--- src/hw/rtl/cnhs_pkg.sv ---
// ----------------------------------------------------------------------------
// cnhs_pkg: shared types for the colored noise Heun step block
// Operation codes of the shared arithmetic unit, result outcome codes,
// configuration register indexes and the divider status bundle.
// ----------------------------------------------------------------------------
package cnhs_pkg;

    typedef enum logic [0:0] {
        ALU_MUL = 1'b0,
        ALU_ADD = 1'b1
    } alu_op_t;

    typedef enum logic [1:0] {
        OUTC_FIRST = 2'd0,
        OUTC_RETRY = 2'd1,
        OUTC_HARD  = 2'd2
    } outcome_t;

    typedef enum logic [0:0] {
        OPC_ATTEMPT = 1'b0,
        OPC_LOAD    = 1'b1
    } opcode_t;

    typedef enum logic [2:0] {
        CFG_STEP_SIZE  = 3'd0,
        CFG_SQRT_STEP  = 3'd1,
        CFG_INV_TAU    = 3'd2,
        CFG_SHAPE_COEF = 3'd3,
        CFG_BOUND      = 3'd4,
        CFG_BOUNDED    = 3'd5,
        CFG_OU_DECAY   = 3'd6,
        CFG_OU_GAIN    = 3'd7
    } cfg_index_t;

    typedef struct packed {
        logic done;
        logic ov;
    } div_stat_t;

endpackage

--- src/hw/rtl/cnhs_alu.sv ---
// ----------------------------------------------------------------------------
// cnhs_alu: shared fixed point multiply and add unit
// Sign-magnitude multiply truncating toward zero, or a plain add, both
// saturating to the data width and flagging saturation.
// ----------------------------------------------------------------------------
module cnhs_alu
    import cnhs_pkg::*;
#(
    parameter int DATA_WIDTH = 32,
    parameter int FRAC_BITS  = 20
)
(
    input  alu_op_t                       op,
    input  logic signed [DATA_WIDTH-1:0]  a,
    input  logic signed [DATA_WIDTH-1:0]  b,
    output logic signed [DATA_WIDTH-1:0]  res,
    output logic                          ov
);

    localparam int DW = DATA_WIDTH;

    logic [DW-1:0]          ua;
    logic [DW-1:0]          ub;
    logic [2*DW-1:0]        prod;
    logic [2*DW-1:0]        mag;
    logic [2*DW-1:0]        limit;
    logic                   neg;
    logic signed [DW:0]     sum;

    always_comb
    begin
        ua    = a[DW-1] ? DW'(-a) : DW'(a);
        ub    = b[DW-1] ? DW'(-b) : DW'(b);
        prod  = {{DW{1'b0}}, ua} * {{DW{1'b0}}, ub};
        mag   = prod >> FRAC_BITS;
        neg   = a[DW-1] ^ b[DW-1];
        limit = neg ? ((2*DW)'(1) << (DW-1)) : (((2*DW)'(1) << (DW-1)) - (2*DW)'(1));
        sum   = {a[DW-1], a} + {b[DW-1], b};
        res   = '0;
        ov    = 1'b0;
        case (op)
            ALU_MUL:
            begin
                if (mag > limit)
                begin
                    ov  = 1'b1;
                    res = neg ? {1'b1, {(DW-1){1'b0}}} : {1'b0, {(DW-1){1'b1}}};
                end
                else
                begin
                    res = neg ? DW'(-mag[DW-1:0]) : mag[DW-1:0];
                end
            end
            ALU_ADD:
            begin
                if (sum[DW] != sum[DW-1])
                begin
                    ov  = 1'b1;
                    res = sum[DW] ? {1'b1, {(DW-1){1'b0}}} : {1'b0, {(DW-1){1'b1}}};
                end
                else
                begin
                    res = sum[DW-1:0];
                end
            end
            default:
            begin
                res = '0;
                ov  = 1'b0;
            end
        endcase
    end

endmodule

--- src/hw/rtl/cnhs_div.sv ---
// ----------------------------------------------------------------------------
// cnhs_div: iterative fixed point divider
// Restoring division, one quotient bit per cycle, of the magnitude of the
// numerator scaled by the fraction bits; saturates with the sign applied.
// ----------------------------------------------------------------------------
module cnhs_div
    import cnhs_pkg::*;
#(
    parameter int DATA_WIDTH = 32,
    parameter int FRAC_BITS  = 20
)
(
    input  logic                          clk,
    input  logic                          rst_n,
    input  logic                          start,
    input  logic signed [DATA_WIDTH-1:0]  num,
    input  logic signed [DATA_WIDTH-1:0]  den,
    output logic signed [DATA_WIDTH-1:0]  quot,
    output div_stat_t                     stat
);

    localparam int DW = DATA_WIDTH;
    localparam int NB = DATA_WIDTH + FRAC_BITS;
    localparam int CW = $clog2(NB + 1);

    logic              busy_reg;
    logic              done_reg;
    logic              ov_reg;
    logic [CW-1:0]     cnt_reg;
    logic [DW-1:0]     rem_reg;
    logic [NB-1:0]     nsh_reg;
    logic [DW:0]       q_reg;
    logic              big_reg;
    logic              neg_reg;
    logic [DW-1:0]     ud_reg;
    logic signed [DW-1:0] quot_reg;

    logic [DW:0]       rem_sh;
    logic              ge;
    logic [DW:0]       rem_dif;
    logic [DW:0]       limit;
    logic [DW-1:0]     un;
    logic [DW-1:0]     ud;

    always_comb
    begin
        un      = num[DW-1] ? DW'(-num) : DW'(num);
        ud      = den[DW-1] ? DW'(-den) : DW'(den);
        rem_sh  = {rem_reg, nsh_reg[NB-1]};
        ge      = rem_sh >= {1'b0, ud_reg};
        rem_dif = rem_sh - {1'b0, ud_reg};
        limit   = neg_reg ? ((DW+1)'(1) << (DW-1)) : (((DW+1)'(1) << (DW-1)) - (DW+1)'(1));
    end

    always_ff @(posedge clk or negedge rst_n)
    begin
        if (!rst_n)
        begin
            busy_reg <= 1'b0;
            done_reg <= 1'b0;
            ov_reg   <= 1'b0;
            cnt_reg  <= '0;
        end
        else
        begin
            done_reg <= 1'b0;
            if (start)
            begin
                if (den == '0)
                begin
                    done_reg <= 1'b1;
                    ov_reg   <= 1'b1;
                    quot_reg <= num[DW-1] ? {1'b1, {(DW-1){1'b0}}} : {1'b0, {(DW-1){1'b1}}};
                end
                else
                begin
                    busy_reg <= 1'b1;
                    cnt_reg  <= '0;
                    rem_reg  <= '0;
                    nsh_reg  <= {un, {FRAC_BITS{1'b0}}};
                    q_reg    <= '0;
                    big_reg  <= 1'b0;
                    neg_reg  <= num[DW-1] ^ den[DW-1];
                    ud_reg   <= ud;
                end
            end
            else if (busy_reg)
            begin
                if (cnt_reg == CW'(NB))
                begin
                    busy_reg <= 1'b0;
                    done_reg <= 1'b1;
                    if (big_reg || (q_reg > limit))
                    begin
                        ov_reg   <= 1'b1;
                        quot_reg <= neg_reg ? {1'b1, {(DW-1){1'b0}}} : {1'b0, {(DW-1){1'b1}}};
                    end
                    else
                    begin
                        ov_reg   <= 1'b0;
                        quot_reg <= neg_reg ? DW'(-q_reg[DW-1:0]) : q_reg[DW-1:0];
                    end
                end
                else
                begin
                    cnt_reg <= cnt_reg + CW'(1);
                    rem_reg <= ge ? rem_dif[DW-1:0] : rem_sh[DW-1:0];
                    nsh_reg <= {nsh_reg[NB-2:0], 1'b0};
                    q_reg   <= {q_reg[DW-1:0], ge};
                    big_reg <= big_reg | q_reg[DW];
                end
            end
        end
    end

    assign quot      = quot_reg;
    assign stat.done = done_reg;
    assign stat.ov   = ov_reg;

endmodule

--- src/hw/rtl/colored_noise_heun_step.sv ---
// ----------------------------------------------------------------------------
// colored_noise_heun_step: colored noise generator, one Heun step per item
// Sequencer around one shared multiply/add unit and an iterative divider.
// ----------------------------------------------------------------------------
// An attempt item spends its time in seventeen passes through the shared
// multiply/add unit plus two drift divisions, each of which produces one
// quotient bit per cycle in the divider. A failed attempt gives no result.
// A failed attempt in the fallback range goes on to the Ornstein-Uhlenbeck
// step, the final failure to the hard reset, which gives a result. The block
// takes no new item while an item is in work; a result waits in the output
// register and the next item may be taken as soon as the result has been
// moved into it.
module colored_noise_heun_step
    import cnhs_pkg::*;
#(
    parameter int DATA_WIDTH  = 32,
    parameter int FRAC_BITS   = 20,
    parameter int RETRY_LIMIT = 20
)
(
    input  logic                          clk,
    input  logic                          rst_n,
    // Configuration write port.
    input  logic                          cfg_we,
    input  logic [2:0]                    cfg_index,
    input  logic [31:0]                   cfg_data,
    // Input item channel.
    input  logic                          in_valid,
    output logic                          in_stall,
    input  logic                          operation,
    input  logic signed [31:0]            load_value,
    input  logic signed [31:0]            gauss_heun,
    input  logic signed [31:0]            gauss_fallback,
    input  logic [19:0]                   uniform_draw,
    // Result item channel.
    output logic                          out_valid,
    input  logic                          out_stall,
    output logic signed [DATA_WIDTH-1:0]  noise_value,
    output logic [1:0]                    outcome
);

    localparam int DW = DATA_WIDTH;
    localparam int FW = $clog2(RETRY_LIMIT + 2);
    localparam int USH_L = (FRAC_BITS >= 20) ? FRAC_BITS - 20 : 0;
    localparam int USH_R = (FRAC_BITS >= 20) ? 0 : 20 - FRAC_BITS;
    localparam logic signed [63:0] ONE_FX = 64'sd1 <<< FRAC_BITS;
    localparam logic signed [63:0] NINE_TENTHS = (9 * ONE_FX + 64'sd5) / 64'sd10;
    localparam logic signed [63:0] ONE_TENTH = (ONE_FX + 64'sd5) / 64'sd10;
    localparam logic signed [63:0] SMAX = (64'sd1 <<< (DW - 1)) - 64'sd1;
    localparam logic signed [63:0] SMIN = -SMAX - 64'sd1;

    // Saturate a wide value to the data word.
    function automatic logic signed [DW-1:0] sat_fn(input logic signed [63:0] v);
        logic signed [DW-1:0] r;
        if (v > SMAX)
            r = SMAX[DW-1:0];
        else if (v < SMIN)
            r = SMIN[DW-1:0];
        else
            r = v[DW-1:0];
        return r;
    endfunction

    typedef enum logic [4:0] {
        S_IDLE, S_NUM, S_SQ, S_SH, S_DEN, S_DIV, S_K, S_A, S_L, S_S1, S_S2,
        S_T0, S_T, S_DIFF, S_CAND, S_DECIDE, S_OU1, S_OU2, S_OU3, S_OU4,
        S_H1, S_H2, S_H3, S_EMIT
    } state_t;

    // Configuration registers, kept at their written widths.
    logic [30:0]          step_reg;
    logic [30:0]          sqrt_reg;
    logic [30:0]          inv_tau_reg;
    logic signed [31:0]   shape_reg;
    logic [30:0]          bound_reg;
    logic                 bounded_reg;
    logic [20:0]          decay_reg;
    logic [30:0]          gain_reg;

    // Sequencer state and data registers.
    state_t               state_reg;
    logic                 pass_reg;
    logic                 ov_reg;
    logic [FW-1:0]        fail_reg;
    logic signed [DW-1:0] w_reg;
    logic signed [DW-1:0] x_reg;
    logic signed [DW-1:0] t_reg;
    logic signed [DW-1:0] num_reg;
    logic signed [DW-1:0] p1_reg;
    logic signed [DW-1:0] l_reg;
    logic signed [DW-1:0] gh_reg;
    logic signed [DW-1:0] gf_reg;
    logic signed [DW-1:0] u_reg;
    logic                 out_valid_reg;
    logic signed [DW-1:0] out_val_reg;
    outcome_t             outcome_reg;
    logic signed [DW-1:0] emit_val_reg;
    outcome_t             emit_outc_reg;

    // Saturated views of the registers.
    logic signed [DW-1:0] step_s, sqrt_s, inv_s, shape_s, bound_s, decay_s, gain_s;
    logic signed [DW-1:0] one_s, nine_s, tenth_s;
    logic signed [DW-1:0] neg_half;
    logic [DW-1:0]        cand_mag;
    logic [63:0]          u_wide;

    alu_op_t              alu_op;
    logic signed [DW-1:0] alu_a;
    logic signed [DW-1:0] alu_b;
    logic signed [DW-1:0] alu_res;
    logic                 alu_ov;

    logic                 div_start;
    logic signed [DW-1:0] div_quot;
    div_stat_t            div_stat;

    logic                 in_accept;
    logic                 out_free;

    always_comb
    begin
        step_s  = sat_fn({33'b0, step_reg});
        sqrt_s  = sat_fn({33'b0, sqrt_reg});
        inv_s   = sat_fn({33'b0, inv_tau_reg});
        shape_s = sat_fn({{32{shape_reg[31]}}, shape_reg});
        bound_s = sat_fn({33'b0, bound_reg});
        decay_s = sat_fn({43'b0, decay_reg});
        gain_s  = sat_fn({33'b0, gain_reg});
        one_s   = sat_fn(ONE_FX);
        nine_s  = sat_fn(NINE_TENTHS);
        tenth_s = sat_fn(ONE_TENTH);
        // Halving truncates toward zero, then the half is negated.
        neg_half = -((t_reg + $signed({{(DW-1){1'b0}}, t_reg[DW-1]})) >>> 1);
        cand_mag = t_reg[DW-1] ? DW'(-t_reg) : DW'(t_reg);
        u_wide   = ({44'b0, uniform_draw} << USH_L) >> USH_R;
    end

    // Operand selection for the shared unit.
    always_comb
    begin
        alu_op = ALU_MUL;
        alu_a  = '0;
        alu_b  = '0;
        case (state_reg)
            S_NUM:  begin alu_a = x_reg;    alu_b = inv_s;   end
            S_SQ:   begin alu_a = x_reg;    alu_b = x_reg;   end
            S_SH:   begin alu_a = t_reg;    alu_b = shape_s; end
            S_DEN:  begin alu_op = ALU_ADD; alu_a = one_s;  alu_b = t_reg; end
            S_K:    begin alu_a = step_s;   alu_b = p1_reg;  end
            S_A:    begin alu_a = sqrt_s;   alu_b = gh_reg;  end
            S_L:    begin alu_a = l_reg;    alu_b = inv_s;   end
            S_S1:   begin alu_op = ALU_ADD; alu_a = w_reg;  alu_b = t_reg; end
            S_S2:   begin alu_op = ALU_ADD; alu_a = x_reg;  alu_b = l_reg; end
            S_T0:   begin alu_op = ALU_ADD; alu_a = p1_reg; alu_b = t_reg; end
            S_T:    begin alu_a = step_s;   alu_b = t_reg;   end
            S_DIFF: begin alu_op = ALU_ADD; alu_a = neg_half; alu_b = l_reg; end
            S_CAND: begin alu_op = ALU_ADD; alu_a = w_reg;  alu_b = t_reg; end
            S_OU1:  begin alu_a = w_reg;    alu_b = decay_s; end
            S_OU2:  begin alu_a = gain_s;   alu_b = gf_reg;  end
            S_OU3:  begin alu_op = ALU_ADD; alu_a = t_reg;  alu_b = x_reg; end
            S_OU4:  begin alu_a = bound_s;  alu_b = t_reg;   end
            S_H1:   begin alu_a = tenth_s;  alu_b = u_reg;   end
            S_H2:   begin alu_op = ALU_ADD; alu_a = nine_s; alu_b = t_reg; end
            S_H3:   begin alu_a = bound_s;  alu_b = t_reg;   end
            default:
            begin
                alu_op = ALU_MUL;
                alu_a  = '0;
                alu_b  = '0;
            end
        endcase
    end

    cnhs_alu #(
        .DATA_WIDTH (DATA_WIDTH),
        .FRAC_BITS  (FRAC_BITS)
    ) u_alu (
        .op  (alu_op),
        .a   (alu_a),
        .b   (alu_b),
        .res (alu_res),
        .ov  (alu_ov)
    );

    assign div_start = (state_reg == S_DEN);

    // The denominator is formed by the shared unit in the same cycle.
    cnhs_div #(
        .DATA_WIDTH (DATA_WIDTH),
        .FRAC_BITS  (FRAC_BITS)
    ) u_div (
        .clk   (clk),
        .rst_n (rst_n),
        .start (div_start),
        .num   (num_reg),
        .den   (alu_res),
        .quot  (div_quot),
        .stat  (div_stat)
    );

    assign in_stall  = (state_reg != S_IDLE);
    assign in_accept = in_valid && !in_stall;
    assign out_free  = !out_valid_reg || !out_stall;

    // Configuration registers.
    always_ff @(posedge clk or negedge rst_n)
    begin
        if (!rst_n)
        begin
            step_reg    <= 31'd10486;
            sqrt_reg    <= 31'd104858;
            inv_tau_reg <= 31'd1048576;
            shape_reg   <= '0;
            bound_reg   <= '0;
            bounded_reg <= 1'b0;
            decay_reg   <= 21'd1038142;
            gain_reg    <= 31'd104336;
        end
        else if (cfg_we)
        begin
            case (cfg_index_t'(cfg_index))
                CFG_STEP_SIZE:  step_reg    <= cfg_data[30:0];
                CFG_SQRT_STEP:  sqrt_reg    <= cfg_data[30:0];
                CFG_INV_TAU:    inv_tau_reg <= cfg_data[30:0];
                CFG_SHAPE_COEF: shape_reg   <= cfg_data;
                CFG_BOUND:      bound_reg   <= cfg_data[30:0];
                CFG_BOUNDED:    bounded_reg <= cfg_data[0];
                CFG_OU_DECAY:   decay_reg   <= cfg_data[20:0];
                CFG_OU_GAIN:    gain_reg    <= cfg_data[30:0];
                default:        bounded_reg <= bounded_reg;
            endcase
        end
    end

    // Sequencer: state, data registers and the output register.
    always_ff @(posedge clk or negedge rst_n)
    begin
        if (!rst_n)
        begin
            state_reg     <= S_IDLE;
            pass_reg      <= 1'b0;
            ov_reg        <= 1'b0;
            fail_reg      <= '0;
            w_reg         <= '0;
            out_valid_reg <= 1'b0;
        end
        else
        begin
            // The emit step refills the output register itself.
            if (out_valid_reg && !out_stall && state_reg != S_EMIT)
                out_valid_reg <= 1'b0;
            if ((alu_op == ALU_ADD || alu_op == ALU_MUL) && state_reg != S_IDLE && alu_ov)
                ov_reg <= 1'b1;
            case (state_reg)
                S_IDLE:
                begin
                    if (in_accept)
                    begin
                        if (opcode_t'(operation) == OPC_LOAD)
                        begin
                            w_reg    <= sat_fn({{32{load_value[31]}}, load_value});
                            fail_reg <= '0;
                        end
                        else
                        begin
                            gh_reg    <= sat_fn({{32{gauss_heun[31]}}, gauss_heun});
                            gf_reg    <= sat_fn({{32{gauss_fallback[31]}}, gauss_fallback});
                            u_reg     <= sat_fn(u_wide);
                            x_reg     <= w_reg;
                            pass_reg  <= 1'b0;
                            ov_reg    <= 1'b0;
                            state_reg <= S_NUM;
                        end
                    end
                end
                S_NUM:  begin num_reg <= alu_res; state_reg <= S_SQ;  end
                S_SQ:   begin t_reg   <= alu_res; state_reg <= S_SH;  end
                S_SH:   begin t_reg   <= alu_res; state_reg <= S_DEN; end
                S_DEN:  state_reg <= S_DIV;
                S_DIV:
                begin
                    if (div_stat.done)
                    begin
                        if (div_stat.ov)
                            ov_reg <= 1'b1;
                        if (!pass_reg)
                        begin
                            p1_reg    <= div_quot;
                            state_reg <= S_K;
                        end
                        else
                        begin
                            t_reg     <= div_quot;
                            state_reg <= S_T0;
                        end
                    end
                end
                S_K:    begin t_reg <= alu_res; state_reg <= S_A;  end
                S_A:    begin l_reg <= alu_res; state_reg <= S_L;  end
                S_L:    begin l_reg <= alu_res; state_reg <= S_S1; end
                S_S1:   begin x_reg <= alu_res; state_reg <= S_S2; end
                S_S2:
                begin
                    x_reg     <= alu_res;
                    pass_reg  <= 1'b1;
                    state_reg <= S_NUM;
                end
                S_T0:   begin t_reg <= alu_res; state_reg <= S_T;    end
                S_T:    begin t_reg <= alu_res; state_reg <= S_DIFF; end
                S_DIFF: begin t_reg <= alu_res; state_reg <= S_CAND; end
                S_CAND: begin t_reg <= alu_res; state_reg <= S_DECIDE; end
                S_DECIDE:
                begin
                    if (!bounded_reg || (!ov_reg && ({1'b0, cand_mag} <= {1'b0, bound_s})))
                    begin
                        emit_val_reg  <= t_reg;
                        emit_outc_reg <= (fail_reg != '0) ? OUTC_RETRY : OUTC_FIRST;
                        w_reg         <= t_reg;
                        fail_reg      <= '0;
                        state_reg     <= S_EMIT;
                    end
                    else if (fail_reg >= FW'(RETRY_LIMIT))
                    begin
                        fail_reg  <= '0;
                        state_reg <= S_H1;
                    end
                    else
                    begin
                        fail_reg <= fail_reg + FW'(1);
                        if (fail_reg + FW'(1) > FW'(RETRY_LIMIT / 2))
                            state_reg <= S_OU1;
                        else
                            state_reg <= S_IDLE;
                    end
                end
                S_OU1:  begin t_reg <= alu_res; state_reg <= S_OU2; end
                S_OU2:  begin x_reg <= alu_res; state_reg <= S_OU3; end
                S_OU3:  begin t_reg <= alu_res; state_reg <= S_OU4; end
                S_OU4:  begin w_reg <= alu_res; state_reg <= S_IDLE; end
                S_H1:   begin t_reg <= alu_res; state_reg <= S_H2; end
                S_H2:   begin t_reg <= alu_res; state_reg <= S_H3; end
                S_H3:
                begin
                    // Zero counts as positive for the sign of the level.
                    emit_val_reg  <= w_reg[DW-1] ? DW'(-alu_res) : alu_res;
                    w_reg         <= w_reg[DW-1] ? DW'(-alu_res) : alu_res;
                    emit_outc_reg <= OUTC_HARD;
                    state_reg     <= S_EMIT;
                end
                S_EMIT:
                begin
                    if (out_free)
                    begin
                        out_valid_reg <= 1'b1;
                        out_val_reg   <= emit_val_reg;
                        outcome_reg   <= emit_outc_reg;
                        state_reg     <= S_IDLE;
                    end
                end
                default: state_reg <= S_IDLE;
            endcase
        end
    end

    assign out_valid   = out_valid_reg;
    assign noise_value = out_val_reg;
    assign outcome     = outcome_reg;

`ifndef NO_ASSERTIONS
    a_fail_range: assert property (@(posedge clk) disable iff (!rst_n)
        fail_reg <= FW'(RETRY_LIMIT))
        else $error("failure count beyond retry limit");
    a_hard_bounded: assert property (@(posedge clk) disable iff (!rst_n)
        $rose(out_valid_reg) && outcome_reg == OUTC_HARD |-> bounded_reg)
        else $error("hard reset result in unbounded mode");
    a_emit_src: assert property (@(posedge clk) disable iff (!rst_n)
        $rose(out_valid_reg) |-> $past(state_reg == S_EMIT))
        else $error("result raised outside the emit step");
    a_div_wait: assert property (@(posedge clk) disable iff (!rst_n)
        div_stat.done |-> state_reg == S_DIV)
        else $error("divider finished while sequencer not waiting");
`endif

endmodule

--- config.mk ---
export PLATFORM = sky130hd
export DESIGN_NAME = colored_noise_heun_step
export DESIGN_NICKNAME = d
export VERILOG_FILES = /design/src/hw/rtl/cnhs_pkg.sv /design/src/hw/rtl/cnhs_alu.sv /design/src/hw/rtl/cnhs_div.sv /design/src/hw/rtl/colored_noise_heun_step.sv
export SDC_FILE = /design/constraint.sdc
export NUM_CORES = 2
export LEC_CHECK = 0
export ABC_CLOCK_PERIOD_IN_PS = 36800
export BUFFER_PORTS_ARGS = -buffer_cell sky130_fd_sc_hd__buf_2
export CAP_MARGIN = 20
export CORE_MARGIN = 2
export CORE_UTILIZATION = 30
export CTS_BUF_LIST = sky130_fd_sc_hd__clkbuf_8
export DETAILED_ROUTE_END_ITERATION = 10
export PLACE_DENSITY_LB_ADDON = 0.15
export REMOVE_ABC_BUFFERS = 1
export SETUP_SLACK_MARGIN = 0.5
export SLEW_MARGIN = 5
export SYNTH_ARGS = -nofsm -noshare
export SYNTH_HDL_FRONTEND = slang
export SYNTH_SLANG_ARGS = --single-unit
--- constraint.sdc ---
create_clock -name clk -period 36.8 [get_ports clk]
set_clock_uncertainty 0.1 [all_clocks]
set_input_delay 3.68 -clock clk [delete_from_list [all_inputs] [get_ports clk]]
set_output_delay 3.68 -clock clk [all_outputs]
set_load 0.1 [all_outputs]
# --- After elaboration in Yosys (flattened, before gate mapping) ---
# Cells that the tools add are included.
word_totals:
  inputBits: 157
  elab_cells: 291
  output_inout_bits: 36
  register_bits: 770
classes:
  order_cmp: 16
  bitwise: 7
  n_addsub: 13
  eq_ne: 43
  mux: 109
  n_reduce_logical: 64
  n_mul: 1
ops:
  columns: ["operator", "count"]
  rows:
  - ["$mux W32", 39]
  - ["$pmux W32 S13", 1]
  - ["$pmux W32 S10", 1]
  - ["$pmux W32 S2", 4]
  - ["$neg A32 Y32", 7]
  - ["$mux W52", 4]
  - ["$mux W33", 4]
  - ["$gt A32 B32 Y1 const B", 4]
  - ["$lt A32 B32 Y1 const B", 4]
  - ["$pmux W32 S4", 1]
  - ["$pmux W5 S23", 1]
  - ["$gt A44 B64 Y1", 1]
  - ["$mul A32 B32 Y64", 1]
  - ["$mux W5", 11]
  - ["$eq A5 B4 Y1 const B", 8]
  - ["$eq A5 B5 Y1 const B", 8]
  - ["$add A32 B32 Y33", 1]
  - ["$ge A33 B32 Y1", 1]
  - ["$gt A33 B33 Y1", 1]
  - ["$add A32 B2 Y32", 1]
  - ["$le A32 B31 Y1", 1]
  - ["$logic_not A32 Y1", 1]
  - ["$lt A21 B32 Y1 const B", 1]
  - ["$neg A31 Y32", 1]
  - ["other kinds (43)", 146]

# --- Logic depth before layout (Yosys ltp) ---
depth:
  depth_word: 15
  mapped_depth: 75
  depth_no_buf: 71

# --- Cells and area by module ---
# Synthesis repeated with hierarchy kept, for this count alone.
unflattened:
  cells_unflattened: 8258
  hier_area_um2: 78336.4
modules_own_cells:
  columns: ["module", "n_inst", "seq_area_each_um2", "cells_per_inst", "area_each_um2"]
  rows:
  - ["cnhs_alu", 1, 0.0, 4733, 38575.7]
  - ["colored_noise_heun_step", 1, 15776.4, 2456, 28690.0]
  - ["cnhs_div", 1, 5119.9, 1069, 11070.6]

# --- Worst setup path before layout ---
# No wires, ideal clock.
synth_path:
  kind: "reg-to-reg"
  start: "register t_reg[31]"
  end: "register u_div.big_reg, enable pin"
  path_buffers: 6
  t_required_ns: 36.005
  t_arrival_ns: 23.094
  path_slack_ns: 12.911
  path_stages_with_launch: 69
  path_cell_list: "edfxtp_1 > buf_6 > inv_1 > nor2_1 > ha_1 > and4_1 > nand2_1 > a2111oi_1 > nand2_1 > nor4_1 > xnor2_1 > o21ai_1 > or4_1 > nor2_1 > nand2_1 > nor3_1 > nand2b_1 > or3_1 > (+33 left out) > a21o_1 > a21oi_1 > nor2b_1 > o21ai_0 > nand2b_1 > a2111oi_0 > o211ai_1 > a2111oi_4 > nand4b_4 > nor3_1 > buf_2 > o31ai_1 > a221oi_2 > nor4_1 > and4_1 > clkbuf_1 > nand4_2 > nor3b_1"
synth_via:
  elab_chain_cells: 13
synth_lines:
  columns: ["element", "line_no", "source"]
  rows:
  - ["from (decl)", "colored_noise_heun_step.sv:87", "logic signed [DW-1:0] t_reg;"]
  - ["from (signal assigned)", "colored_noise_heun_step.sv:293", "t_reg <= div_quot;"]
  - ["$add A32 B2 Y32", "colored_noise_heun_step.sv:133", "neg_half = -((t_reg + $signed({{(DW-1){1'b0}}, t_reg[DW-1]})) >>> 1);"]
  - ["$neg A31 Y32", "colored_noise_heun_step.sv:133", null]
  - ["$pmux W32 S13", "colored_noise_heun_step.sv:144", "case (state_reg)"]
  - ["$neg A32 Y32", "cnhs_alu.sv:32", "ua = a[DW-1] ? DW'(-a) : DW'(a);"]
  - ["$mux W32", "cnhs_alu.sv:32", null]
  - ["$mul A32 B32 Y64", "cnhs_alu.sv:34", "prod = {{DW{1'b0}}, ua} * {{DW{1'b0}}, ub};"]
  - ["$neg A32 Y32", "cnhs_alu.sv:51", "res = neg ? DW'(-mag[DW-1:0]) : mag[DW-1:0];"]
  - ["$mux W32", "cnhs_alu.sv:51", null]
  - ["$mux W32", "cnhs_alu.sv:44", "if (mag > limit)"]
  - ["$pmux W32 S2 (*)", "cnhs_alu.sv:41", "case (op)"]
  - ["net alu_res[22]", "colored_noise_heun_step.sv:110", "logic signed [DW-1:0] alu_res;"]
  - ["$logic_not A32 Y1 (*)", "cnhs_div.sv:69", "if (den == '0)"]
  - ["$ne A2 B2 Y1 (no source line) (*)", null, null]
  - ["$reduce_and A4 Y1 (no source line) (*)", null, null]
  - ["to (signal assigned)", "cnhs_div.sv:110", "big_reg <= big_reg | q_reg[DW];"]
  - ["to (decl)", "cnhs_div.sv:33", "logic big_reg;"]
# The timed path passes the listed nets; every way through them passes the cells marked *.
# A chain may end at the register's enable or synchronous reset.

# --- Final worst setup path ---
layout_path:
  start: "register state_reg[1]"
  end: "register u_div.rem_reg[26], enable pin"
layout_via:
  elab_chain_cells: 13
layout_lines:
  columns: ["element", "line_no", "source"]
  rows:
  - ["from (decl)", "colored_noise_heun_step.sv:81", "state_t state_reg;"]
  - ["from (signal assigned)", "colored_noise_heun_step.sv:240", "state_reg <= S_IDLE;"]
  - ["from (signal assigned)", "colored_noise_heun_step.sv:272", "state_reg <= S_NUM;"]
  - ["from (signal assigned)", "colored_noise_heun_step.sv:276", "S_NUM: begin num_reg <= alu_res; state_reg <= S_SQ; end"]
  - ["$eq A5 B3 Y1 (tied with other cells)", "colored_noise_heun_step.sv:144, colored_noise_heun_step.sv:185", null]
  - ["$reduce_or A8 Y1 (no source line) (tied with other cells)", null, null]
  - ["$pmux W32 S10 or $pmux W32 S13 (tied branches)", "colored_noise_heun_step.sv:144", null]
  - ["$neg A32 Y32, on equally long branches", "cnhs_alu.sv:33, cnhs_alu.sv:32", null]
  - ["$mux W32, on equally long branches", "cnhs_alu.sv:33, cnhs_alu.sv:32", null]
  - ["$mul A32 B32 Y64", "cnhs_alu.sv:34", null]
  - ["$neg A32 Y32", "cnhs_alu.sv:51", null]
  - ["$mux W32", "cnhs_alu.sv:51", null]
  - ["$mux W32", "cnhs_alu.sv:44", null]
  - ["$pmux W32 S2", "cnhs_alu.sv:41", null]
  - ["$logic_not A32 Y1", "cnhs_div.sv:69", null]
  - ["$ne A2 B2 Y1 (no source line)", null, null]
  - ["$reduce_and A4 Y1 (no source line) (*)", null, null]
  - ["to (signal assigned)", "cnhs_div.sv:107", "rem_reg <= ge ? rem_dif[DW-1:0] : rem_sh[DW-1:0];"]
  - ["to (decl)", "cnhs_div.sv:30", "logic [DW-1:0] rem_reg;"]
# Every way passes the cells marked *; elsewhere a longest branch is shown, timed or not.

==> metrics <==
outcome=completed; area of the mapped netlist=78400 sq um; setup repair after global routing missed its margin=false; post-route antenna net violation count=0; cts hold-fix bufs=0; number of setup violations in the final report=0; crit path DAT=22210 ps; sequential element share of the synthesized area=0.266; total number of H-tree levels=4; Total Nets Final=9945; number of cells in the design after placement=11700; final worst hold slack=305 ps; Max stage delay cell, worst path=sky130_fd_sc_hd__a221oi_1; capturing element type of the critical path=flop; largest area contributor in the synthesized netlist=sky130_fd_sc_hd__fa_1; clock transition time at the flip-flop clock pins of the worst setup and hold paths=60 ps; Root Buffer=sky130_fd_sc_hd__clkbuf_8; largest net degree at the start of global routing=109; number of top-level pins=193; GRT Residual Overflow=0; share of post-route cells with drive strength above 1=0.127; post-CTS sizing=0; CTS max path bufs=3; via count of the first global-routing pass=66400; core area=260000 sq um; DR pass1 iterations=9; Pins Over Slew Limit=0; total via count after detailed routing=65300; delay-heaviest family, CP=compound AO/OA/AOI/OAI gates; post-synthesis mux area share=0.0310; Mapped Avg Cell Area=9.35 sq um; worst endpoint required time=37190 ps; Adder-Cell Fraction of Synth Area=0.298; Chip Height=515 um; Final period util=0.593; post-route standard cell area excluding fillers=87600 sq um; Clock Latency Late Sink=900 ps; horizontal die dimension=515 um; Synth Area in Compound Gates=0.129; hold violation count in the final report=0; Worst path most repeated cell=sky130_fd_sc_hd__fa_1; number of enable-type register cells in the synthesized netlist=475; clock tree from TritonCTS=done; post-DR wirelength/cell=28.8 um; biggest area contributors in the synthesized netlist=sky130_fd_sc_hd__fa_1 23%, sky130_fd_sc_hd__edfxtp_1 18%, sky130_fd_sc_hd__dfrtp_1 7.1%; number of synthesis warnings=0; most frequent cells after synthesis=1144 x sky130_fd_sc_hd__inv_1, 1070 x sky130_fd_sc_hd__nand2_1, 897 x sky130_fd_sc_hd__fa_1; xor and xnor fraction of the mapped netlist area=0.0412; global-route wire length before repair=494 mm; post-detailed-routing wire length=344 mm; highest achievable clock rate=0.0458 GHz; final worst path period need=21820 ps; 1st-iter DRT viols=6624; placed wire-length estimate after detailed placement=263 mm; post-synth cell types=131; RePlAce Congestion=0.961; via-per-instance ratio=5.45; Worst Path Buf+Inv=8; main combinational cell family by area after synthesis=adder cells; ys flop type=sky130_fd_sc_hd__edfxtp_1; # Post-CTS Setup Buffers=0; Post-Synthesis Cells=8393; non-filler instance count after layout=12000; Placed Area=84600 sq um; Layout Area Growth over Synthesis=11.6%; flops & latches, synth=738; clock tree sinks=738; synthesized-area fraction occupied by and/or/nand/nor cells=0.153; area of the die=266000 sq um; classification of the worst setup path=flop to flop; standard-cell row count=187; overall fraction of global-route tracks in use=0.257; launching element type of the critical path=flop; max incr delay on CP=1030 ps; most frequently used cell type in the post-synthesis netlist=sky130_fd_sc_hd__inv_1; transition time at the pin with the least slew margin=1290 ps; max reg flops=33; largest fanout on the critical path=64; count of maximum capacitance violations=0; worst min path class=flop to flop; post-route setup TNS=0 ps; Yosys top cell area share=0.229; buffers added on ports=192; initial antenna violation count=20; Residual DRC=0; max-slew headroom at the worst pin=0.138; CTS buffer count=135; share of synthesized registers carrying an async set or reset=0.356; effective utilization at floorplan=0.302
## layout by cell type (no fill, tap or decap), types with 64 or more instances in the layout
| cell type | instances |
|---|---|
| sky130_fd_sc_hd__a221oi_1 | 69 |
| sky130_fd_sc_hd__inv_1 | 1183 |
| sky130_fd_sc_hd__nor2b_1 | 86 |
| sky130_fd_sc_hd__clkbuf_8 | 149 |
| sky130_fd_sc_hd__nand2_1 | 1068 |
| sky130_fd_sc_hd__xnor2_1 | 183 |
| sky130_fd_sc_hd__fa_1 | 897 |
| sky130_fd_sc_hd__a21oi_1 | 261 |
| sky130_fd_sc_hd__a21o_1 | 98 |
| sky130_fd_sc_hd__nand3_1 | 146 |
| sky130_fd_sc_hd__mux2_2 | 198 |
| sky130_fd_sc_hd__edfxtp_1 | 475 |
| sky130_fd_sc_hd__dfrtp_1 | 222 |
| sky130_fd_sc_hd__xor2_1 | 109 |
| sky130_fd_sc_hd__o21ai_0 | 338 |
| sky130_fd_sc_hd__a22oi_1 | 150 |
| sky130_fd_sc_hd__nor2_1 | 649 |
| sky130_fd_sc_hd__and2_1 | 64 |
| sky130_fd_sc_hd__ha_1 | 434 |
| sky130_fd_sc_hd__nor3_1 | 101 |
| sky130_fd_sc_hd__nand4_1 | 99 |
| sky130_fd_sc_hd__buf_2 | 192 |
| sky130_fd_sc_hd__buf_4 | 245 |
## worst paths after layout
path	slack, ps	startpoint	depth (start not counted)	endpoint
max	14980	state_reg[1]	63	u_div.rem_reg[26]
max reg2reg	14980	state_reg[1]	63	u_div.rem_reg[26]
min	300	emit_val_reg[16]	0	noise_value[16]
min reg2reg	300	emit_val_reg[16]	0	noise_value[16]
min in group asynchronous	2590	rst_n	1	decay_reg[13]
max in group asynchronous	32480	rst_n	3	gain_reg[25]
## cell families (layout without fill, tap and decap cells)
| kind of cell | count (synthesis) | after routing |
|---|---|---|
| AOI/OAI and AO/OA | 1477 | 1477 |
| xor gates and xnor gates | 368 | 368 |
| adders and majority gates | 1332 | 1332 |
| buffers and inverters | 1668 | 1843 |
| DFF | 738 | 738 |
| muxes | 218 | 218 |
| other | 0 | 5 |
| and+or+nand+nor | 2592 | 2592 |
## worst reg2reg max path: cells and delay by family, from the launching register on
| kind | cells | cell delay (ps) |
|---|---|---|
| flops | 1 | 980 |
| compound gates | 20 | 7360 |
| simple gates | 23 | 5850 |
| buf+inv | 8 | 1540 |
| xor+xnor | 1 | 160 |
| fa+ha+maj | 11 | 5350 |
## metrics by stage
step	setup slack, ps	util
floorplan	9730	-
global placement	15400	0.326
detailed placement	15160	0.326
CTS	15030	0.337
global route	13800	0.337
finish	14980	0.337
## final cells by class
cell class	count	area (sq um)
multi-input cells	5987	52300
repair buffers	444	2890
diodes	5	12.5
clock buffers	149	2050
fillers	27100	172000
inverters	1150	4320
clock inverters	100	810
flip-flops and latches	738	20900
well taps	3402	4260
## metal layers
layer  global-route usage  vias up  share of wire
met2                0.407     2777           0.45
met4               0.0999       14          0.045
li1                     -    28300              -
met1                0.348    33700           0.43
met3               0.0461      564          0.073
met5                    0        -        0.00026
Power is left out: the tool's default activity adds up to more than one toggle a clock period on the data nets, which glitch-free logic cannot reach.
